`config.mk`:
```
export PLATFORM = sky130hd
export DESIGN_NAME = ascii85_stream_encoder_unit
export DESIGN_NICKNAME = d
export VERILOG_FILES = /design/src/rtl/a85_pkg.sv /design/src/rtl/a85_front.sv /design/src/rtl/a85_queue.sv /design/src/rtl/a85_back.sv /design/src/rtl/ascii85_stream_encoder_unit.sv
export VERILOG_INCLUDE_DIRS = /design/src /design/src/rtl
export SDC_FILE = /design/constraint.sdc
export NUM_CORES = 1
export LEC_CHECK = 0
export ABC_AREA = 0
export BUFFER_PORTS_ARGS = -buffer_cell sky130_fd_sc_hd__buf_2
export CAP_MARGIN = 20
export CORE_UTILIZATION = 56
export CTS_BUF_LIST = sky130_fd_sc_hd__clkbuf_4
export DETAILED_ROUTE_END_ITERATION = 10
export PLACE_DENSITY = 0.72
export SLEW_MARGIN = 30
export SYNTH_ARGS = -nofsm -noshare
export SYNTH_HDL_FRONTEND = slang
export SYNTH_SLANG_ARGS = --single-unit
```
`constraint.sdc`:
```
create_clock -name i_clk -period 8.2 [get_ports i_clk]
set_input_delay 0.41 -clock i_clk [delete_from_list [all_inputs] [get_ports i_clk]]
set_output_delay 0.41 -clock i_clk [all_outputs]
set_load 0.01 [all_outputs]
```
`src/rtl/ascii85_stream_encoder_unit_macros.svh`:
```
// Assertion macros shared by the ASCII85 stream encoder RTL.
// No dependencies; included by the modules that carry checks.
`ifndef ASCII85_STREAM_ENCODER_UNIT_MACROS_SVH
`define ASCII85_STREAM_ENCODER_UNIT_MACROS_SVH

// Same-cycle implication, checked outside reset.
`define A85_CHECK(label, clk, rst_n, ante, cons) \
    label: assert property (@(posedge clk) disable iff (!rst_n) (ante) |-> (cons)) \
        else $error("a85 check failed");

// Next-cycle implication, checked outside reset.
`define A85_CHECK_NEXT(label, clk, rst_n, ante, cons) \
    label: assert property (@(posedge clk) disable iff (!rst_n) (ante) |=> (cons)) \
        else $error("a85 check failed");

`endif

```
`src/rtl/a85_pkg.sv`:
```
// Shared types and constants for the ASCII85 stream encoder.
// No dependencies.
package a85_pkg;

    // character codes
    localparam logic [6:0] CH_BANG  = 7'h21;
    localparam logic [6:0] CH_Z     = 7'h7A;
    localparam logic [6:0] CH_NL    = 7'h0A;
    localparam logic [6:0] CH_TILDE = 7'h7E;
    localparam logic [6:0] CH_GT    = 7'h3E;

    localparam int unsigned DIGITS   = 5;
    localparam int unsigned END_LEN  = 4;
    localparam logic [6:0]  BASE85   = 7'd85;

    // q = (v * RECIP_85) >> RECIP_SHIFT is exact for any 32-bit v
    localparam logic [31:0] RECIP_85    = 32'd3233857729;
    localparam int unsigned RECIP_SHIFT = 38;
    localparam int unsigned QUOT_W      = 64 - RECIP_SHIFT;

    // configuration registers
    localparam int unsigned CFG_IDX_W  = 2;
    localparam logic [CFG_IDX_W-1:0] CFG_INVERT = 2'd0;
    localparam logic [CFG_IDX_W-1:0] CFG_WRAP   = 2'd1;
    localparam logic       INVERT_RESET = 1'b1;
    localparam logic [7:0] WRAP_RESET   = 8'd74;

    localparam logic [8:0] COL_MAX = 9'd511;

    // one unit of back-end work: a group and what follows it
    typedef struct packed {
        logic [31:0] value;     // group value, partial groups left-aligned
        logic        zero_grp;  // emit 'z' instead of digits
        logic [2:0]  n_dig;     // digits to emit, 0..5
        logic        wrap_nl;   // line wrap newline after the group
        logic        fin;       // end marker sequence follows
    } t_job;

endpackage

```
`src/rtl/a85_front.sv`:
```
// Front end: config registers, byte inversion, group gathering, column tracking.
// Depends on a85_pkg; pushes one t_job per group or end of stream.
module a85_front import a85_pkg::*; (
    input  logic                 i_clk,
    input  logic                 i_rst_n,
    input  logic                 i_cfg_we,
    input  logic [CFG_IDX_W-1:0] i_cfg_index,
    input  logic [7:0]           i_cfg_wdata,
    input  logic                 i_in_valid,
    output logic                 o_in_stall,
    input  logic [7:0]           i_data_byte,
    input  logic                 i_last_byte,
    input  logic                 i_q_full,
    output logic                 o_push,
    output t_job                 o_job
);

    logic        r_invert;
    logic [7:0]  r_wrap;
    logic [23:0] r_val, n_val;
    logic [1:0]  r_fill, n_fill;
    logic [8:0]  r_col, n_col;

    logic        acc;
    logic [7:0]  b;
    logic [31:0] gv;
    logic        complete;
    logic [9:0]  col_sum;
    logic [8:0]  col_sat;
    logic        wrap_nl;

    always_ff @(posedge i_clk) begin
        if (!i_rst_n) begin
            r_invert <= INVERT_RESET;
            r_wrap   <= WRAP_RESET;
        end else if (i_cfg_we) begin
            case (i_cfg_index)
                CFG_INVERT: r_invert <= i_cfg_wdata[0];
                CFG_WRAP:   r_wrap   <= i_cfg_wdata;
                default: ;
            endcase
        end
    end

    assign o_in_stall = i_q_full;
    assign acc        = i_in_valid && !i_q_full;
    assign b          = r_invert ? ~i_data_byte : i_data_byte;
    assign gv         = {r_val, b};
    assign complete   = (r_fill == 2'd3);

    always_comb begin
        col_sum = {1'b0, r_col} + ((gv == 32'd0) ? 10'd1 : 10'd5);
        col_sat = (col_sum > {1'b0, COL_MAX}) ? COL_MAX : col_sum[8:0];
        wrap_nl = complete && (col_sat > {1'b0, r_wrap});
    end

    always_comb begin
        o_job = '0;
        o_job.wrap_nl = wrap_nl;
        o_job.fin     = i_last_byte;
        if (complete) begin
            o_job.value    = gv;
            o_job.zero_grp = (gv == 32'd0);
            o_job.n_dig    = (gv == 32'd0) ? 3'd0 : 3'd5;
        end else if (i_last_byte) begin
            // partial group: zero-pad, emit fill+2 digits
            o_job.n_dig = 3'({1'b0, r_fill} + 3'd2);
            case (r_fill)
                2'd0:    o_job.value = {b, 24'd0};
                2'd1:    o_job.value = {r_val[7:0], b, 16'd0};
                default: o_job.value = {r_val[15:0], b, 8'd0};
            endcase
        end
    end

    assign o_push = acc && (complete || i_last_byte);

    always_comb begin
        n_val  = r_val;
        n_fill = r_fill;
        n_col  = r_col;
        if (acc) begin
            if (i_last_byte) begin
                n_val  = '0;
                n_fill = '0;
                n_col  = '0;
            end else if (complete) begin
                n_val  = '0;
                n_fill = '0;
                n_col  = wrap_nl ? 9'd0 : col_sat;
            end else begin
                n_val  = gv[23:0];
                n_fill = r_fill + 2'd1;
            end
        end
    end

    always_ff @(posedge i_clk) begin
        if (!i_rst_n) begin
            r_val  <= '0;
            r_fill <= '0;
            r_col  <= '0;
        end else begin
            r_val  <= n_val;
            r_fill <= n_fill;
            r_col  <= n_col;
        end
    end

endmodule

```
`src/rtl/a85_queue.sv`:
```
// Short job queue between front and back ends, register based.
// Depends on a85_pkg for t_job.
module a85_queue import a85_pkg::*; #(
    parameter int DEPTH = 4
) (
    input  logic i_clk,
    input  logic i_rst_n,
    input  logic i_push,
    input  t_job i_job,
    output logic o_full,
    input  logic i_pop,
    output t_job o_job,
    output logic o_empty
);

    localparam int PW = (DEPTH > 1) ? $clog2(DEPTH) : 1;
    localparam int CW = $clog2(DEPTH + 1);

    t_job          r_mem [DEPTH];
    logic [PW-1:0] r_wp, r_rp;
    logic [CW-1:0] r_cnt;

    assign o_full  = (r_cnt == CW'(DEPTH));
    assign o_empty = (r_cnt == '0);
    assign o_job   = r_mem[r_rp];

    always_ff @(posedge i_clk) begin
        if (i_push) begin
            r_mem[r_wp] <= i_job;
        end
    end

    always_ff @(posedge i_clk) begin
        if (!i_rst_n) begin
            r_wp  <= '0;
            r_rp  <= '0;
            r_cnt <= '0;
        end else begin
            if (i_push) begin
                r_wp <= (r_wp == PW'(DEPTH - 1)) ? '0 : r_wp + 1'b1;
            end
            if (i_pop) begin
                r_rp <= (r_rp == PW'(DEPTH - 1)) ? '0 : r_rp + 1'b1;
            end
            case ({i_push, i_pop})
                2'b10:   r_cnt <= r_cnt + 1'b1;
                2'b01:   r_cnt <= r_cnt - 1'b1;
                default: r_cnt <= r_cnt;
            endcase
        end
    end

endmodule

```
`src/rtl/a85_back.sv`:
```
// Back end: base-85 digit unit, character sequencer and output register.
// Depends on a85_pkg and the assertion macros header.
`include "ascii85_stream_encoder_unit_macros.svh"
module a85_back import a85_pkg::*; (
    input  logic       i_clk,
    input  logic       i_rst_n,
    input  logic       i_q_empty,
    input  t_job       i_job,
    output logic       o_pop,
    output logic       o_out_valid,
    input  logic       i_out_stall,
    output logic [6:0] o_out_char,
    output logic       o_run_last,
    output logic       o_stream_end
);

    // digit unit
    logic              r_cv_full, r_cv_busy, r_cv_ph;
    logic [2:0]        r_cv_idx;
    logic [31:0]       r_cv_val;
    logic [QUOT_W-1:0] r_cv_q;
    t_job              r_cv_job;
    logic [6:0]        r_cv_dig [DIGITS];

    // character sequencer
    logic        r_em_full;
    t_job        r_em_job;
    logic [6:0]  r_em_dig [DIGITS];
    logic [3:0]  r_em_pos, r_em_total;

    // output register
    logic       r_o_valid, r_o_run_last, r_o_end;
    logic [6:0] r_o_char;

    logic        cv_done, handoff, out_load, em_fire, em_end;
    logic [63:0] prod;
    logic [13:0] q85;
    logic [6:0]  rem7;
    logic [2:0]  nfirst_cv, nfirst_em;
    logic [3:0]  total_cv, j, j2;
    logic [6:0]  em_char;

    assign cv_done  = r_cv_full && !r_cv_busy;
    assign out_load = !r_o_valid || !i_out_stall;
    assign em_fire  = r_em_full && out_load;
    assign em_end   = em_fire && (r_em_pos == r_em_total - 4'd1);
    assign handoff  = cv_done && (!r_em_full || em_end);
    assign o_pop    = !i_q_empty && (!r_cv_full || handoff);

    assign prod = 64'(r_cv_val) * 64'(RECIP_85);
    assign q85  = r_cv_q[6:0] * BASE85;
    // remainder is below 85, so the low seven bits suffice
    assign rem7 = r_cv_val[6:0] - q85[6:0];

    always_ff @(posedge i_clk) begin
        if (!i_rst_n) begin
            r_cv_full <= 1'b0;
            r_cv_busy <= 1'b0;
            r_cv_ph   <= 1'b0;
            r_cv_idx  <= '0;
        end else if (o_pop) begin
            r_cv_full <= 1'b1;
            r_cv_busy <= (i_job.n_dig != 3'd0);
            r_cv_ph   <= 1'b0;
            r_cv_idx  <= 3'(DIGITS - 1);
        end else begin
            if (handoff) begin
                r_cv_full <= 1'b0;
            end
            if (r_cv_busy) begin
                r_cv_ph <= !r_cv_ph;
                if (r_cv_ph) begin
                    r_cv_idx <= r_cv_idx - 3'd1;
                    if (r_cv_idx == 3'd0) begin
                        r_cv_busy <= 1'b0;
                    end
                end
            end
        end
    end

    always_ff @(posedge i_clk) begin
        if (o_pop) begin
            r_cv_job <= i_job;
            r_cv_val <= i_job.value;
        end else if (r_cv_busy) begin
            if (!r_cv_ph) begin
                r_cv_q <= prod[63:RECIP_SHIFT];
            end else begin
                r_cv_dig[r_cv_idx] <= rem7 + CH_BANG;
                r_cv_val           <= 32'(r_cv_q);
            end
        end
    end

    // character count of the job held by the digit unit
    always_comb begin
        nfirst_cv = r_cv_job.zero_grp ? 3'd1 : r_cv_job.n_dig;
        total_cv  = {1'b0, nfirst_cv} + {3'd0, r_cv_job.wrap_nl}
                  + (r_cv_job.fin ? 4'(END_LEN) : 4'd0);
    end

    always_ff @(posedge i_clk) begin
        if (!i_rst_n) begin
            r_em_full <= 1'b0;
            r_em_pos  <= '0;
        end else if (handoff) begin
            r_em_full <= 1'b1;
            r_em_pos  <= '0;
        end else if (em_end) begin
            r_em_full <= 1'b0;
        end else if (em_fire) begin
            r_em_pos <= r_em_pos + 4'd1;
        end
    end

    always_ff @(posedge i_clk) begin
        if (handoff) begin
            r_em_job   <= r_cv_job;
            r_em_dig   <= r_cv_dig;
            r_em_total <= total_cv;
        end
    end

    // character at the current sequence position
    always_comb begin
        nfirst_em = r_em_job.zero_grp ? 3'd1 : r_em_job.n_dig;
        j         = r_em_pos - {1'b0, nfirst_em};
        j2        = j - {3'd0, r_em_job.wrap_nl};
        em_char   = CH_NL;
        if (r_em_pos < {1'b0, nfirst_em}) begin
            em_char = r_em_job.zero_grp ? CH_Z : r_em_dig[r_em_pos[2:0]];
        end else if (r_em_job.wrap_nl && j == 4'd0) begin
            em_char = CH_NL;
        end else begin
            case (j2[1:0])
                2'd1:    em_char = CH_TILDE;
                2'd2:    em_char = CH_GT;
                default: em_char = CH_NL;
            endcase
        end
    end

    always_ff @(posedge i_clk) begin
        if (!i_rst_n) begin
            r_o_valid <= 1'b0;
        end else if (out_load) begin
            r_o_valid <= em_fire;
        end
    end

    always_ff @(posedge i_clk) begin
        if (em_fire) begin
            r_o_char     <= em_char;
            r_o_run_last <= em_end;
            r_o_end      <= em_end && r_em_job.fin;
        end
    end

    assign o_out_valid  = r_o_valid;
    assign o_out_char   = r_o_char;
    assign o_run_last   = r_o_run_last;
    assign o_stream_end = r_o_end;

    `A85_CHECK(a_end_is_last, i_clk, i_rst_n, r_o_valid && r_o_end, r_o_run_last)
    `A85_CHECK(a_busy_has_job, i_clk, i_rst_n, r_cv_busy, r_cv_full)
    `A85_CHECK(a_pos_in_range, i_clk, i_rst_n, r_em_full, r_em_pos < r_em_total)
    `A85_CHECK_NEXT(a_pop_starts, i_clk, i_rst_n, o_pop && i_job.n_dig != 3'd0, r_cv_busy)

endmodule

```
`src/rtl/ascii85_stream_encoder_unit.sv`:
```
// ASCII85 stream encoder, top level.
// Depends on a85_pkg, a85_front, a85_queue and a85_back.
//
// Encodes a byte stream as ASCII85 text. Bytes (optionally inverted, per the
// invert register) are gathered into big-endian 4-byte groups; an all-zero
// group becomes 'z', any other group five base-85 digits starting at '!'.
// A newline follows a group once the line column exceeds the wrap register.
// The byte flagged last flushes a partial group (n bytes give n+1 digits, no
// 'z', no wrap check) and closes the stream with newline, "~>" and newline;
// run_last marks the last character caused by a byte and stream_end the very
// last newline. The input side takes one byte per cycle as long as
// the job queue (QUEUE_DEPTH entries) has room; bytes that do not finish a
// group cost nothing downstream. Each finished group or end of stream passes
// through the shared digit unit, which works only on digit groups (one
// reciprocal multiply and one remainder step per digit), overlapped with
// emission of the previous group's 1 to 10 characters at one per cycle
// while the output is not stalled; zero groups skip the digit steps.
// Configuration writes take effect at once and belong in idle periods.
module ascii85_stream_encoder_unit import a85_pkg::*; #(
    parameter int QUEUE_DEPTH = 4
) (
    input  logic                 i_clk,
    input  logic                 i_rst_n,
    // configuration
    input  logic                 i_cfg_we,
    input  logic [CFG_IDX_W-1:0] i_cfg_index,
    input  logic [7:0]           i_cfg_wdata,
    // byte requests
    input  logic                 i_in_valid,
    output logic                 o_in_stall,
    input  logic [7:0]           i_data_byte,
    input  logic                 i_last_byte,
    // character requests
    output logic                 o_out_valid,
    input  logic                 i_out_stall,
    output logic [6:0]           o_out_char,
    output logic                 o_run_last,
    output logic                 o_stream_end
);

    logic q_push, q_pop, q_full, q_empty;
    t_job q_in, q_out;

    // gathers groups, tracks the line column, decides wraps
    a85_front u_front (
        .i_clk       (i_clk),
        .i_rst_n     (i_rst_n),
        .i_cfg_we    (i_cfg_we),
        .i_cfg_index (i_cfg_index),
        .i_cfg_wdata (i_cfg_wdata),
        .i_in_valid  (i_in_valid),
        .o_in_stall  (o_in_stall),
        .i_data_byte (i_data_byte),
        .i_last_byte (i_last_byte),
        .i_q_full    (q_full),
        .o_push      (q_push),
        .o_job       (q_in)
    );

    // decouples byte intake from character output
    a85_queue #(
        .DEPTH (QUEUE_DEPTH)
    ) u_queue (
        .i_clk   (i_clk),
        .i_rst_n (i_rst_n),
        .i_push  (q_push),
        .i_job   (q_in),
        .o_full  (q_full),
        .i_pop   (q_pop),
        .o_job   (q_out),
        .o_empty (q_empty)
    );

    // digit conversion and character serialization
    a85_back u_back (
        .i_clk        (i_clk),
        .i_rst_n      (i_rst_n),
        .i_q_empty    (q_empty),
        .i_job        (q_out),
        .o_pop        (q_pop),
        .o_out_valid  (o_out_valid),
        .i_out_stall  (i_out_stall),
        .o_out_char   (o_out_char),
        .o_run_last   (o_run_last),
        .o_stream_end (o_stream_end)
    );

endmodule
```
## After elaboration in Yosys (flattened, before gate mapping)

Memory sizes are Yosys's and may differ from the RTL's. A register that Yosys moved wholly into a read port is not among the register bits.
Cells that the tools add are included.
Widths: inputs -> output; s select.

| cells by class | value |
|---|---|
| add/sub/neg operators | 16 |
| reduce and logical (&&, ||, !) cells | 46 |
| $lt $le $gt $ge | 6 |
| bitwise gates (word level) | 7 |
| equal/unequal tests | 11 |
| multiply operators | 2 |
| muxes and demuxes | 51 |

Operators by type and width:

| kind | number |
|---|---|
| $mux 32 | 5 |
| $mul 32x32->64 const B | 1 |
| $pmux 32 s2 | 1 |
| $mux 24 | 2 |
| $mux 7 | 6 |
| $mux 9 | 4 |
| $bwmux 35 | 1 |
| $logic_not 32->1 | 1 |
| $mux 3 | 10 |
| $bmux 7 s3 | 1 |
| $demux 7 s3 | 1 |
| $pmux 7 s2 | 1 |
| $mux 2 | 6 |
| $reduce_and 2->1 | 6 |
| $reduce_bool 2->1 | 6 |
| $logic_and 1x1->1 | 11 |
| $mux 1 | 11 |
| $add 9x10->10 | 1 |
| $eq 2x2->1 const B | 5 |
| $gt 10x9->1 const B | 1 |
| $gt 9x8->1 | 1 |
| $eq 2x1->1 const B | 4 |
| $ge 4x4->1 const B | 2 |
| $logic_not 1->1 | 8 |
| other kinds (29) | 43 |

| storage, ports and cells | value |
|---|---|
| register bits after elaboration | 216 |
| memories kept | 1 |
| RAM bits | 152 |
| input bits | 24 |
| output and inout bits | 11 |
| logic and storage cells | 180 |

Memory list:

| memory | words | width | rd ports | clocked after Yosys merged registers in | wr ports | line | text |
|---|---|---|---|---|---|---|---|
| u_queue.r_mem | 4 | 38 | 1 | 1 | 1 | a85_queue.sv:19 | `t_job r_mem [DEPTH];` |

## Depth between registers and ports, before layout

Gate-level depths: netlist (run 1).

| logic depth | value |
|---|---|
| depth after elaboration | 12 |
| gate-level depth with buffers | 23 |
| gate-level depth less buffers | 22 |

## By module

Synthesis (run 1) repeated with hierarchy kept, for this count alone.

| unflattened totals | value |
|---|---|
| cells, all modules | 2089 |
| area, all modules | 25792.2 um^2 |

Modules (own cells, without submodules):

| module | area each (um^2) | cells each | seq. area each (um^2) | times used |
|---|---|---|---|---|
| a85_back | 17003.8 | 1501 | 4834.6 | 1 |
| a85_queue | 5962.0 | 245 | 4744.6 | 1 |
| a85_front | 2826.5 | 343 | 880.8 | 1 |

## Least setup slack after synthesis (run 1)

Ideal clock, no wire load.

| path | value |
|---|---|
| path kind | register to register |
| start point | reg u_back.r_cv_val[6] |
| end point | reg u_back.r_cv_q[14] (data pin) |
| required time | 7941 ps |
| path buffers | 0 |
| cell stages (with the launch flop) | 23 |
| setup time | 259 ps |
| setup slack | 1778 ps |
| arrival time | 6163 ps |
| cell sequence | edfxtp_1 ha_1 ha_1 inv_1 fa_1 inv_1 fa_1 inv_1 fa_1 fa_1 fa_1 inv_1 ha_1 ha_1 and2_4 a221o_1 a221oi_2 o32ai_2 nor3_2 o21bai_2 a221o_1 a41oi_2 xnor2_1 |

| between the ends | value |
|---|---|
| cells in the longest elaborated chain, start to end | 1 |

RTL lines:

| what | line | text |
|---|---|---|
| start, declared | a85_back.sv:20 | `logic [31:0] r_cv_val;` |
| start signal, assigned | a85_back.sv:85 | `r_cv_val <= i_job.value;` |
| start signal, assigned | a85_back.sv:91 | `r_cv_val <= 32'(r_cv_q);` |
| $mul 32x32->64 | a85_back.sv:50 | `assign prod = 64'(r_cv_val) * 64'(RECIP_85);` |
| named net u_back.prod[52] | a85_back.sv:36 | `logic [63:0] prod;` |
| end signal, assigned | a85_back.sv:88 | `r_cv_q <= prod[63:RECIP_SHIFT];` |
| end, declared | a85_back.sv:21 | `logic [QUOT_W-1:0] r_cv_q;` |

The timed path passes the listed nets, and every way through them passes these cells.
A chain may end at the register's enable or synchronous reset.

## Worst setup path after layout (run 1)

| path | value |
|---|---|
| start point | reg u_back.r_cv_val[10] |
| end point | reg u_back.r_cv_q[22] (data pin) |

Same word-level chain as after synthesis.

==> results of run 1 <==
-- path summary, 6_finish.rpt --
| check | startpoint | end | slack, ns | cells past startpoint |
|---|---|---|---|---|
| setup / recovery | u_back.r_cv_val[10]$_DFFE_PP_ | u_back.r_cv_q[22]$_DFFE_PP_ | 0.98 | 19 |
| hold / removal | i_data_byte[1] | u_front.r_val[1]$_SDFFE_PN0P_ | 0.10 | 4 |
| setup reg to reg | u_back.r_cv_val[10]$_DFFE_PP_ | u_back.r_cv_q[22]$_DFFE_PP_ | 0.98 | 19 |
| hold reg to reg | u_back.r_cv_dig[34]$_DFFE_PP_ | u_back.r_em_dig[34]$_DFFE_PP_ | 0.41 | 0 |
-- worst max-delay path, delay by kind of cell, from the launching register on --
kind | cells | cell delay (ns)
AO/OA/AOI/OAI | 4 | 1.33
XOR/XNOR | 1 | 0.12
adder cells (fa/ha/maj) | 9 | 4.00
buffers and inverters | 2 | 0.11
flip-flops | 1 | 0.54
AND/OR/NAND/NOR | 3 | 0.83
-- cell usage after synthesis, types with 37 or more instances --
master      n  area (um^2)
fa_1      172         3443
inv_1     409         1535
nand2_1   106        397.9
mux4_2     45         1013
xnor2_1    39        341.6
edfxtp_1  305         9159
a21oi_1    69        345.3
dfxtp_1    65         1301
nor2_1     46        172.7
ha_1      367         4592
clkbuf_1   37        138.9
nand3_1    42        210.2
o21ai_0    37        185.2
-- per-stage QoR --
step	worst slack, ns	cell area [um^2]
final	0.9794	27780
after global routing	0.6917	27780
after CTS	1.024	27760
after detailed placement	1.096	26430
after global placement	1.108	26420
after floorplan	1.778	25600
-- layout make-up --
| cell class | count | share of cell area [%] |
|---|---|---|
| clock inverters | 35 | 0.7657 |
| diodes | 3 | 0.02702 |
| clock buffers | 133 | 3.594 |
| multi-input cells | 1269 | 48.41 |
| inverters | 412 | 5.567 |
| repair buffers | 56 | 1.315 |
| flip-flops and latches | 370 | 37.66 |
| well taps | 592 | 2.666 |
-- flip-flops by register name (all words and copies together) (netlist names), 2 cells and up, named ones only --
| signal | cells |
|---|---|
| u_back.o_out_char | 7 |
| u_back.r_cv_dig | 35 |
| u_back.r_cv_idx | 3 |
| u_back.r_cv_job | 6 |
| u_back.r_cv_q | 26 |
| u_back.r_cv_val | 32 |
| u_back.r_em_dig | 35 |
| u_back.r_em_job | 6 |
| u_back.r_em_pos | 4 |
| u_back.r_em_total | 4 |
| u_front.r_col | 9 |
| u_front.r_fill | 2 |
| u_front.r_val | 24 |
| u_front.r_wrap | 8 |
| u_queue.r_cnt | 3 |
| u_queue.r_mem | 152 |
| u_queue.r_rp | 2 |
| u_queue.r_wp | 2 |
-- timing repair --
action	CTS	global route
hold buffers	12	0
gates resized for setup	0	0
hold endpoints to repair	21	0
-- cells by family after synthesis --
logic type / count (synthesis)
buf+inv: 461
compound gates: 252
simple gates: 332
fa+ha+maj: 539
xor+xnor: 68
flops: 370
mux: 78
-- per-layer routing --
metal	track usage, %	wire length [um]	part of all wire (%)
met1	35.37	26020	45
met2	42.87	28100	49
met3	3.791	2435	4.2
met4	6.832	1039	1.8
met5	0	0	0
==> qor.log, run 1 <==
INFO  logic_synthesis syn-mean-instance-area=12.19um^2
INFO  sta            achievable-frequency=138.5MHz
INFO  detailed_routing routed_wl=57.59mm
INFO  logic_synthesis number_of_enable_type_register_cells_in_the_synthesized_netlist=305
INFO  sta            fin_worst_skew=0.06463ns
INFO  logic_synthesis syn-instance-count=2100
INFO  clock_tree     buffer_cell_driving_the_clock_tree_root=clkbuf_4
INFO  sta            hold_ws=0.1021ns
INFO  sta            unrepaired_setup_endpoints_after_global_routing=false
INFO  logic_synthesis post_synthesis_net_count=2663
INFO  logic_synthesis synth_sequential_area_ratio=40.86%
INFO  logic_synthesis synthesis.yosys.warnings=0
INFO  critical_path  critical_path_peak_fanout=5
INFO  die            die_w=215.8um
INFO  finish         multiInputGateArea=0.01345mm^2
INFO  logic_synthesis postSynth.asyncResetShare=0%
INFO  finish         post_route_insts_no_fill=2870
INFO  critical_path  critPathSlowestCell=a2111oi_2
INFO  logic_synthesis fraction_of_synthesized_area_in_multiplexers=5.376%
INFO  critical_path  arrival_time_at_the_worst_endpoint=7.73ns
INFO  detailed_routing dr.first_iter.drc_count=1170
INFO  finish         nFillCells=3548
INFO  place          numPortBuffers=34
INFO  logic_synthesis synthAdderAreaFrac=31.39%
INFO  die            fp.coreArea=0.04461mm^2
INFO  finish         final_common_cell=inv_1
INFO  finish         drive_gt1_share=11.78%
INFO  place          post-place-cells=2687
INFO  sta            final_min_period_over_clock_period=88.06%
INFO  sta            setup_viol=0
INFO  place          hpwlAfterDp=44.95mm
INFO  sta            max_slew.worst_pin.slew=0.9155ns
INFO  sta            final_hold_vios=0
INFO  detailed_routing drc_violations_left=0
INFO  critical_path  critPathRequiredTime=8.71ns
INFO  place          place.gp.congestion=0.9975
INFO  detailed_routing avgViaCountPerCell=5.500
INFO  critical_path  critical_path.cell_chain=ha_1 -> ha_1 -> fa_1 -> fa_1 -> inv_1 -> fa_1 -> inv_1 -> fa_1 -> fa_1 -> ha_1 -> ha_1 -> nand4_1 -> or3_1 -> o32ai_2 -> o21ai_2 -> a2111oi_2 -> o21ai_1 -> nor2b_4 -> xnor2_2
INFO  critical_path  max_stage_delay=0.55ns
INFO  critical_path  start_kind=register
INFO  grt            antenna_found_initial=1
INFO  die            die_area=0.04658mm^2
INFO  run_status     status=complete, no violations
INFO  clock_tree     max-clock-path-buffers=3
INFO  critical_path  critPathMostFrequentCell=fa_1
INFO  logic_synthesis ys.flop_type=edfxtp_1
INFO  finish         seq_cell_area=0.01046mm^2
INFO  clock_tree     post_cts_buffers=0
INFO  clock_tree     clkSlewWorstSetupHoldPaths=0.07ns
INFO  die            placementRows=77
INFO  sta            final_period_minus_worst_setup_slack=7.221ns
INFO  logic_synthesis yosys.area_share.simple=6.588%
INFO  min_path       timing.hold.worst.class=in2reg
INFO  detailed_routing wl_per_cell=20.07um
INFO  grt            grt_max_degree=53
INFO  logic_synthesis synth_cell_type_count=75
INFO  flow_run       maxCapViolCount=0
INFO  die            initial_util=57.40%
INFO  detailed_routing drt_pass1_iterations=5
INFO  clock_tree     maximum_level_of_the_cts_h_tree=3
INFO  finish         most-common-layout-cells=409 x inv_1, 366 x ha_1, 305 x edfxtp_1
INFO  logic_synthesis synth_compound_area_share=6.632%
INFO  clock_tree     tritoncts=built
INFO  finish         final_nets=2764
INFO  finish         areaGrowthSynthToFinish=8.508%
INFO  critical_path  worst_setup_path_end_kind=register
INFO  clock_tree     clk-insertion-delay-late=0.81ns
INFO  sta            timing.max_slew.rel_slack=38.96%
INFO  grt            gr-total-overflow=0
INFO  logic_synthesis synth_top_family_by_area=adder cells
INFO  die            ios=35
INFO  finish         finish.utilization=62.28%
INFO  clock_tree     clock_sinks=370
INFO  detailed_routing drt.antenna.violating_nets=0
INFO  logic_synthesis synth_seq_cells=370
INFO  grt            global_route.usage.total=25.76%
INFO  clock_tree     numCtsBuffers=92
INFO  sta            totalNegativeSetupSlack=0ns
INFO  grt            wire_length_of_the_first_global_routing_pass=92.17mm
INFO  detailed_routing vias=15790
INFO  logic_synthesis post_synth_xor_area_fraction=2.356%
INFO  critical_path  critical_path_class=reg2reg
INFO  sta            final-max-slew-violation-count=0
INFO  grt            first_global_vias=16740
INFO  die            die_height=215.8um
INFO  logic_synthesis synthesized_area=0.02560mm^2
Power of run 1 is not shown: default switching activity piles up to over one toggle a cycle in this logic, so the estimate is an artifact.
==> run 2, diff against run 1 <==
--- a/config.mk
+++ b/config.mk
@@ -6,7 +6,7 @@
 export SDC_FILE = /design/constraint.sdc
 export NUM_CORES = 1
 export LEC_CHECK = 0
-export ABC_AREA = 0
+export ABC_AREA = 1
 export BUFFER_PORTS_ARGS = -buffer_cell sky130_fd_sc_hd__buf_2
 export CAP_MARGIN = 20
 export CORE_UTILIZATION = 56
==> run 2 against run 1 <==
Effect of this change: wire length up 34%; core utilization decreased by 0.56 points; critical path depth is 3 higher; first-iteration DRC count is 52% higher.
==> qor.log, run 2 <==
INFO  detailed_routing drc_violations_left=0 [unchanged]
INFO  sta            fin_worst_skew=0.07901ns [was 0.06463 ns]
INFO  logic_synthesis synth_top_cells_by_count=604 x inv_1, 415 x nand2_1, 367 x ha_1 [was 409 x inv_1, 367 x ha_1, 305 x edfxtp_1]
INFO  logic_synthesis synthesized_area=0.02739mm^2 [was 0.02560 mm^2]
INFO  sta            unrepaired_setup_endpoints_after_global_routing=false [unchanged]
INFO  finish         regMostFlops=u_queue.r_mem [unchanged]
INFO  detailed_routing wl_per_cell=20.71um [was 20.07 um]
INFO  critical_path  worstSetupPathDepth=22 [was 19]
INFO  detailed_routing routed_wl=76.92mm [was 57.59 mm]
INFO  logic_synthesis number_of_enable_type_register_cells_in_the_synthesized_netlist=305 [unchanged]
INFO  grt            grt_max_degree=78 [was 53]
INFO  clock_tree     clock_sinks=370 [unchanged]
INFO  finish         final_nets=3587 [was 2764]
INFO  critical_path  critPathMostFrequentCell=inv_1 [was fa_1]
INFO  logic_synthesis postSynth.asyncResetShare=0% [unchanged]
INFO  grt            gr-total-overflow=0 [unchanged]
INFO  logic_synthesis synth_top_cell_by_area=edfxtp_1 [unchanged]
INFO  die            initial_util=57.12% [was 57.40%]
INFO  logic_synthesis synthesis.yosys.warnings=0 [unchanged]
INFO  critical_path  worst_setup_path_end_kind=register [unchanged]
INFO  finish         areaGrowthSynthToFinish=8.050% [was 8.508%]
INFO  logic_synthesis syn-mean-instance-area=9.369um^2 [was 12.19 um^2]
INFO  critical_path  critical_path_peak_fanout=5 [unchanged]
INFO  clock_tree     numCtsBuffers=93 [was 92]
INFO  logic_synthesis synth_cell_type_count=45 [was 75]
INFO  finish         final_common_cell=inv_1 [unchanged]
INFO  place          place_ws=1.846ns [was 1.096 ns]
INFO  sta            final-max-slew-violation-count=0 [unchanged]
INFO  place          numPortBuffers=34 [unchanged]
INFO  logic_synthesis post_synthesis_net_count=3486 [was 2663]
INFO  finish         largest_register_ffs=152 [unchanged]
INFO  sta            fin_ws=1.732ns [was 0.9794 ns]
INFO  clock_tree     tritoncts=built [unchanged]
INFO  clock_tree     maximum_level_of_the_cts_h_tree=3 [unchanged]
INFO  place          hpwlAfterDp=62.09mm [was 44.95 mm]
INFO  min_path       timing.hold.worst.class=in2reg [unchanged]
INFO  min_path       whs_path_depth=1 [was 4]
INFO  logic_synthesis synth_seq_cells=370 [unchanged]
INFO  finish         post_route_insts_no_fill=3715 [was 2870]
INFO  finish         nFillCells=4052 [was 3548]
INFO  clock_tree     clkSlewWorstSetupHoldPaths=0.07ns [about the same]
INFO  detailed_routing drt_pass1_iterations=8 [was 5]
INFO  logic_synthesis synthAdderAreaFrac=29.34% [was 31.39%]
INFO  die            ios=35 [unchanged]
INFO  clock_tree     buffer_cell_driving_the_clock_tree_root=clkbuf_4 [unchanged]
INFO  sta            achievable-frequency=154.6MHz [was 138.5 MHz]
INFO  place          post-place-cells=3523 [was 2687]
INFO  finish         seq_cell_area=0.01046mm^2 [unchanged]
INFO  logic_synthesis yosys.area_share.simple=12.66% [was 6.588%]
INFO  detailed_routing drt.antenna.violating_nets=0 [unchanged]
INFO  finish         multiInputGateArea=0.01439mm^2 [was 0.01345 mm^2]
INFO  logic_synthesis yosysMostFrequentCell=inv_1 [unchanged]
INFO  grt            antenna_found_initial=4 [was 1]
INFO  detailed_routing vias=20680 [was 15790]
INFO  sta            setup_viol=0 [unchanged]
INFO  clock_tree     max-clock-path-buffers=3 [unchanged]
INFO  sta            final_min_period_over_clock_period=78.88% [was 88.06%]
INFO  die            die_area=0.04979mm^2 [was 0.04658 mm^2]
INFO  sta            totalNegativeSetupSlack=0ns [unchanged]
INFO  die            fp.coreArea=0.04795mm^2 [was 0.04461 mm^2]
INFO  place          place.gp.congestion=1.020 [was 0.9975]
INFO  logic_synthesis post_synth_xor_area_fraction=1.215% [was 2.356%]
INFO  grt            first_global_vias=20480 [was 16740]
INFO  critical_path  start_kind=register [unchanged]
INFO  die            die_height=223.1um [was 215.8 um]
INFO  logic_synthesis synth_area_leaders=edfxtp_1 33%, ha_1 17%, fa_1 13%, inv_1 8.3%, nand2_1 5.7% [was edfxtp_1 36%, ha_1 18%, fa_1 13%, inv_1 6.0%, dfxtp_1 5.1%]
INFO  critical_path  max_stage_delay=0.56ns [was 0.55 ns]
INFO  grt            global_route.usage.total=31.70% [was 25.76%]
INFO  detailed_routing dr.first_iter.drc_count=1776 [was 1170]
INFO  die            die_w=223.1um [was 215.8 um]
INFO  critical_path  buf_inv_on_cp=6 [was 2]
INFO  sta            final_hold_vios=0 [unchanged]
INFO  logic_synthesis synth_top_family_by_area=adder cells [unchanged]
INFO  finish         drive_gt1_share=7.230% [was 11.78%]
INFO  critical_path  ff2ff_path_depth=22 [was 19]
INFO  grt            wire_length_of_the_first_global_routing_pass=117.5mm [was 92.17 mm]
INFO  sta            max_slew.worst_pin.slew=0.8816ns [was 0.9155 ns]
INFO  critical_path  critical-path-top-delay-family=adder cells [unchanged]
INFO  critical_path  critical_path.cell_chain=ha_1 -> ha_1 -> inv_1 -> fa_1 -> inv_1 -> fa_1 -> inv_1 -> fa_1 -> fa_1 -> fa_1 -> inv_1 -> ha_1 -> ha_1 -> nand2_1 -> nor2_1 -> inv_1 -> nor2_1 -> inv_1 -> nor2_1 -> nand3_1 -> nand4_1 -> nand2_1 [was ha_1 -> ha_1 -> fa_1 -> fa_1 -> inv_1 -> fa_1 -> inv_1 -> fa_1 -> fa_1 -> ha_1 -> ha_1 -> nand4_1 -> or3_1 -> o32ai_2 -> o21ai_2 -> a2111oi_2 -> o21ai_1 -> nor2b_4 -> xnor2_2]
INFO  logic_synthesis ys.flop_type=edfxtp_1 [unchanged]
INFO  finish         top_regs=u_queue.r_mem x152, u_back.r_cv_dig x35, u_back.r_em_dig x35 [unchanged]
INFO  detailed_routing avgViaCountPerCell=5.567 [was 5.500]
INFO  die            placementRows=80 [was 77]
INFO  critical_path  critPathRequiredTime=8.79ns [was 8.71 ns]
INFO  sta            timing.max_slew.rel_slack=40.87% [was 38.96%]
INFO  logic_synthesis synth_sequential_area_ratio=38.20% [was 40.86%]
INFO  logic_synthesis syn-instance-count=2923 [was 2100]
INFO  clock_tree     clk-insertion-delay-late=0.83ns [was 0.81 ns]
INFO  finish         most-common-layout-cells=601 x inv_1, 415 x nand2_1, 367 x ha_1 [was 409 x inv_1, 366 x ha_1, 305 x edfxtp_1]
INFO  critical_path  critical_path_class=reg2reg [unchanged]
INFO  logic_synthesis synth_top_cell_area_share=33.44% [was 35.77%]
INFO  flow_run       maxCapViolCount=0 [unchanged]
INFO  critical_path  arrival_time_at_the_worst_endpoint=7.05ns [was 7.73 ns]
INFO  logic_synthesis fraction_of_synthesized_area_in_multiplexers=0% [was 5.376%]
INFO  sta            final_period_minus_worst_setup_slack=6.468ns [was 7.221 ns]
INFO  clock_tree     post_cts_resize_count=0 [unchanged]
INFO  logic_synthesis synth_compound_area_share=9.156% [was 6.632%]
INFO  run_status     status=complete, no violations [unchanged]
INFO  critical_path  critPathSlowestCell=fa_1 [was a2111oi_2]
-- run 2: what timing repair did --
action	CTS	global route
setup buffers	0	0
hold endpoints to repair	21	0
hold buffers	21	0
-- run 2: per-stage QoR --
step,instance area (um^2),hold WS (ns),utilization (%)
3_3_place_gp,28170,0.4004,58.76
2_1_floorplan,27390,0.4003,-
3_5_place_dp,28210,0.4045,58.84
6_report,29590,0.1147,61.71
4_1_cts,29580,0.003725,61.70
5_1_grt,29590,0.05308,61.71
-- run 2: cells by family after synthesis --
family | count (synthesis)
compound gates | 451
buf+inv | 673
simple gates | 852
xor+xnor | 38
flops | 370
fa+ha+maj | 539
-- run 2: path summary, 6_finish.rpt --
check / to / startpoint / slack (ns)
worst max register to register: u_back.r_cv_q[6]$_DFFE_PP_ / u_back.r_cv_val[6]$_DFFE_PP_ / 1.73
worst min register to register: u_back.r_em_dig[1]$_DFFE_PP_ / u_back.r_cv_dig[1]$_DFFE_PP_ / 0.38
worst min-delay path: u_queue.r_mem[1][0]$_DFFE_PP_ / i_last_byte / 0.11
worst max-delay path: u_back.r_cv_q[6]$_DFFE_PP_ / u_back.r_cv_val[6]$_DFFE_PP_ / 1.73
-- run 2: area by class of cell --
| cell class | count | share of cell area (%) |
|---|---|---|
| clock inverter | 36 | 0.5624 |
| multi-input combinational | 1880 | 48.63 |
| antenna | 2 | 0.01691 |
| clock buffer | 133 | 3.374 |
| inverter | 610 | 7.755 |
| tap | 615 | 2.601 |
| sequential | 370 | 35.35 |
| timing repair buffer | 69 | 1.708 |
-- run 2: routing by layer --
metal / part of all wire [%] / wire length, um / GRT usage [%]
met1: 46 / 35220 / 46.08
met2: 44 / 34010 / 48.36
met3: 8.0 / 6130 / 6.862
met4: 2.0 / 1555 / 7.653
met5: 0 / 0 / 0
Power of run 2 is left out for the same reason.
==> run 3, diff against run 2 <==
--- a/config.mk
+++ b/config.mk
@@ -12,7 +12,7 @@
 export CORE_UTILIZATION = 56
 export CTS_BUF_LIST = sky130_fd_sc_hd__clkbuf_4
 export DETAILED_ROUTE_END_ITERATION = 10
-export PLACE_DENSITY = 0.72
+export PLACE_DENSITY = 0.75
 export SLEW_MARGIN = 30
 export SYNTH_ARGS = -nofsm -noshare
 export SYNTH_HDL_FRONTEND = slang
==> constraint.sdc (replaced) <==
create_clock -name i_clk -period 5.3 [get_ports i_clk]
set_input_delay 0.265 -clock i_clk [delete_from_list [all_inputs] [get_ports i_clk]]
set_output_delay 0.265 -clock i_clk [all_outputs]
set_load 0.01 [all_outputs]
==> run 3 against run 2 <==
Effect of this change: the run now ends with negative setup slack left; core utilization increased by 9.7 points; cell count grew 7.9%; design area grew 16%; sequential share of layout area shrank 4.8 points; non-clock buffer count grew 289; first-iteration DRC count grew 9.0%; critical path type unchanged; critical endpoint is now u_back.r_cv_q[2]$_DFFE_PP_.
==> qor.log, run 3 (synthesized netlist as in run 2, its figures left out) <==
INFO  place          placement.cell_area=0.03041mm^2 [was 0.02821 mm^2]
INFO  die            fp.coreArea=0.04795mm^2 [unchanged]
INFO  sta            setup_viol=26 [was 0]
INFO  place          post-place-cells=3766 [was 3523]
INFO  detailed_routing dr.first_iter.drc_count=1936 [was 1776]
INFO  place          hpwlAfterDp=64.58mm [was 62.09 mm]
INFO  finish         areaGrowthSynthToFinish=25.10% [was 8.050%]
INFO  clock_tree     maximum_level_of_the_cts_h_tree=3 [unchanged]
INFO  sta            achievable-frequency=174.1MHz [was 154.6 MHz]
INFO  finish         most-common-layout-cells=559 x inv_1, 377 x nand2_1, 305 x edfxtp_1 [was 601 x inv_1, 415 x nand2_1, 367 x ha_1]
INFO  critical_path  critical_path_class=reg2reg [unchanged]
INFO  grt            global_route.usage.total=34.34% [was 31.70%]
INFO  min_path       min_to=u_front.r_invert$_SDFFE_PN1P_ [was u_queue.r_mem[1][0]$_DFFE_PP_]
INFO  critical_path  reg2reg_launch_point=u_back.r_cv_val[7]$_DFFE_PP_ [was u_back.r_cv_val[6]$_DFFE_PP_]
INFO  place          place.gp.congestion=1.051 [was 1.020]
INFO  finish         post_route_insts_no_fill=4009 [was 3715]
INFO  finish         finish.utilization=71.45% [was 61.71%]
INFO  sta            unrepaired_setup_endpoints_after_global_routing=true [was false]
INFO  grt            gr_met1_demand_resource=46.24% [was 46.08%]
INFO  sta            max_slew.worst_pin.slew=1.077ns [was 0.8816 ns]
INFO  die            die_w=223.1um [unchanged]
INFO  sta            final_hold_vios=0 [unchanged]
INFO  critical_path  start_kind=register [unchanged]
INFO  die            placementRows=80 [unchanged]
INFO  clock_tree     clk-insertion-delay-late=0.91ns [was 0.83 ns]
INFO  run_status     status=complete, but fails checks [was complete, no violations]
INFO  critical_path  critical_path_peak_fanout=4 [was 5]
INFO  finish         drive_gt1_share=25.07% [was 7.230%]
INFO  finish         regMostFlops=u_queue.r_mem [unchanged]
INFO  clock_tree     buffer_cell_driving_the_clock_tree_root=clkbuf_4 [unchanged]
INFO  finish         final_nets=3878 [was 3587]
INFO  grt            groute.layer.met3.usage=7.164% [was 6.862%]
INFO  finish         final_common_cell=inv_1 [unchanged]
INFO  critical_path  max_stage_delay=0.56ns [about the same]
INFO  flow_run       maxCapViolCount=0 [unchanged]
INFO  critical_path  worst_r2r_endpoint=u_back.r_cv_q[2]$_DFFE_PP_ [was u_back.r_cv_q[6]$_DFFE_PP_]
INFO  sta            final-max-slew-violation-count=0 [unchanged]
INFO  detailed_routing drc_violations_left=0 [unchanged]
INFO  min_path       timing.hold.worst.class=in2reg [unchanged]
INFO  grt            grt_busiest_layer=met2 [unchanged]
INFO  sta            totalNegativeSetupSlack=-8.975ns [was 0 ns]
INFO  critical_path  critPathRequiredTime=5.96ns [was 8.79 ns]
INFO  detailed_routing wl_per_cell=20.98um [was 20.71 um]
INFO  detailed_routing vias=22380 [was 20680]
INFO  die            die_area=0.04979mm^2 [unchanged]
INFO  finish         top_regs=u_queue.r_mem x152, u_back.r_cv_dig x35, u_back.r_em_dig x35 [unchanged]
INFO  critical_path  worst_setup_path_end_kind=register [unchanged]
INFO  grt            wire_length_of_the_first_global_routing_pass=127.8mm [was 117.5 mm]
INFO  sta            timing.max_slew.rel_slack=27.77% [was 40.87%]
INFO  clock_tree     tritoncts=built [unchanged]
INFO  critical_path  critPathSlowestCell=fa_1 [unchanged]
INFO  detailed_routing drt_pass1_iterations=5 [was 8]
INFO  detailed_routing drt.antenna.violating_nets=0 [unchanged]
INFO  grt            first_global_vias=22690 [was 20480]
INFO  critical_path  r2r_setup_slack=-0.45ns [was 1.73 ns]
INFO  sta            final_min_period_over_clock_period=108.4% [was 78.88%]
INFO  sta            fin_worst_skew=0.09979ns [was 0.07901 ns]
INFO  detailed_routing routed_wl=84.13mm [was 76.92 mm]
INFO  die            die_height=223.1um [unchanged]
INFO  die            initial_util=57.12% [unchanged]
INFO  grt            gr-total-overflow=0 [unchanged]
INFO  run_status     violations=negative setup slack
INFO  critical_path  ff2ff_path_depth=23 [was 22]
INFO  min_path       whs_path_depth=4 [was 1]
INFO  critical_path  buf_inv_on_cp=8 [was 6]
INFO  grt            met2_usage=54.22% [was 48.36%]
INFO  critical_path  critical-path-top-delay-family=adder cells [unchanged]
INFO  critical_path  critical_path.cell_chain=buf_6 -> ha_4 -> ha_4 -> inv_2 -> fa_1 -> inv_1 -> fa_1 -> inv_1 -> fa_1 -> fa_1 -> fa_1 -> inv_2 -> ha_4 -> ha_4 -> nand2_4 -> nor2_4 -> buf_6 -> nand2_8 -> o21bai_4 -> a21oi_2 -> buf_4 -> xnor2_1 -> buf_4 [was ha_1 -> ha_1 -> inv_1 -> fa_1 -> inv_1 -> fa_1 -> inv_1 -> fa_1 -> fa_1 -> fa_1 -> inv_1 -> ha_1 -> ha_1 -> nand2_1 -> nor2_1 -> inv_1 -> nor2_1 -> inv_1 -> nor2_1 -> nand3_1 -> nand4_1 -> nand2_1]
INFO  clock_tree     max-clock-path-buffers=3 [unchanged]
INFO  grt            antenna_found_initial=2 [was 4]
INFO  critical_path  arrival_time_at_the_worst_endpoint=6.41ns [was 7.05 ns]
INFO  finish         fin_area=0.03426mm^2 [was 0.02959 mm^2]
INFO  critical_path  critPathMostFrequentCell=fa_1 [was inv_1]
INFO  clock_tree     clock_sinks=370 [unchanged]
INFO  grt            grt_max_degree=78 [unchanged]
INFO  clock_tree     numCtsBuffers=95 [was 93]
INFO  place          numPortBuffers=34 [unchanged]
INFO  die            ios=35 [unchanged]
INFO  min_path       hp-start=i_cfg_wdata[0] [was i_last_byte]
INFO  clock_tree     clkSlewWorstSetupHoldPaths=0.08ns [was 0.07 ns]
INFO  finish         largest_register_ffs=152 [unchanged]
INFO  sta            final_period_minus_worst_setup_slack=5.745ns [was 6.468 ns]
INFO  detailed_routing avgViaCountPerCell=5.582 [was 5.567]
INFO  sta            fin_ws=-0.4451ns [was 1.732 ns]
run 3: changes by cell type in the layout (fill, tap and decap cells not counted), moves of 40 or more:
cell     before  now
a21oi_1     147   98
buf_4        13  275
ha_1        367  269
ha_4          0   96
inv_1       601  559
nor2_1      272  208
o21ai_0     175  135
run 3: worst max-delay path by stage:
stage               cells after the start  slack [ns]                          start                     endpoint
global placement                       23       -0.67   u_back.r_cv_val[7]$_DFFE_PP_  u_back.r_cv_q[14]$_DFFE_PP_
detailed placement                     23       -0.70   u_back.r_cv_val[4]$_DFFE_PP_  u_back.r_cv_q[18]$_DFFE_PP_
floorplan                              23       -0.01   u_back.r_cv_val[5]$_DFFE_PP_   u_back.r_cv_q[3]$_DFFE_PP_
global route                           23       -0.58  u_back.r_cv_val[24]$_DFFE_PP_   u_back.r_cv_q[3]$_DFFE_PP_
CTS                                    23       -0.34  u_back.r_cv_val[17]$_DFFE_PP_  u_back.r_cv_q[18]$_DFFE_PP_
finish                                 23       -0.45   u_back.r_cv_val[7]$_DFFE_PP_   u_back.r_cv_q[2]$_DFFE_PP_
run 3: timing repair:
item,4_1_cts,5_1_grt
hold buffers,34,0
buffers inserted,23,11
gates resized for setup,290,147
pin swaps,117,62
setup endpoints to repair,26,31
hold endpoints to repair,70,0
run 3: layout make-up:
type | count | area, um^2
antenna | 4 | 10.01
tap | 615 | 769.5
clock inverter | 33 | 211.5
sequential | 370 | 10460
clock buffer | 139 | 1044
inverter | 610 | 2305
fill | 3539 | 13690
multi-input combinational | 1880 | 16700
timing repair buffer | 358 | 2760
run 3: routing by layer:
layer  routed length [um]  part of all wire [%]  up-vias
met1                35730                    42    10860
met4                 3167                   3.8        0
li1                     -                     -    10440
met3                 6540                   7.8      209
met5                    0                     0        -
met2                38690                    46      870
run 3: worst register-to-register path, cell delays in order, from the launching register on:
cell,delay [ns]
edfxtp_1,0.49
buf_6,0.17
ha_4,0.21
ha_4,0.27
inv_2,0.03
fa_1,0.48
inv_1,0.05
fa_1,0.56
inv_1,0.08
fa_1,0.53
fa_1,0.45
fa_1,0.56
inv_2,0.06
ha_4,0.22
ha_4,0.31
nand2_4,0.08
nor2_4,0.16
buf_6,0.13
nand2_8,0.06
o21bai_4,0.16
a21oi_2,0.05
buf_4,0.13
xnor2_1,0.12
buf_4,0.13
run 3: through the flow:
step                      hold slack (ns)  setup slack, ns
after floorplan                    0.3639         -0.01250
after global placement             0.4016          -0.6716
after detailed placement           0.4045          -0.6969
after CTS                          0.1388          -0.3417
after global routing               0.2089          -0.5751
final                              0.2373          -0.4451
Power of run 3 is left out for the same reason.
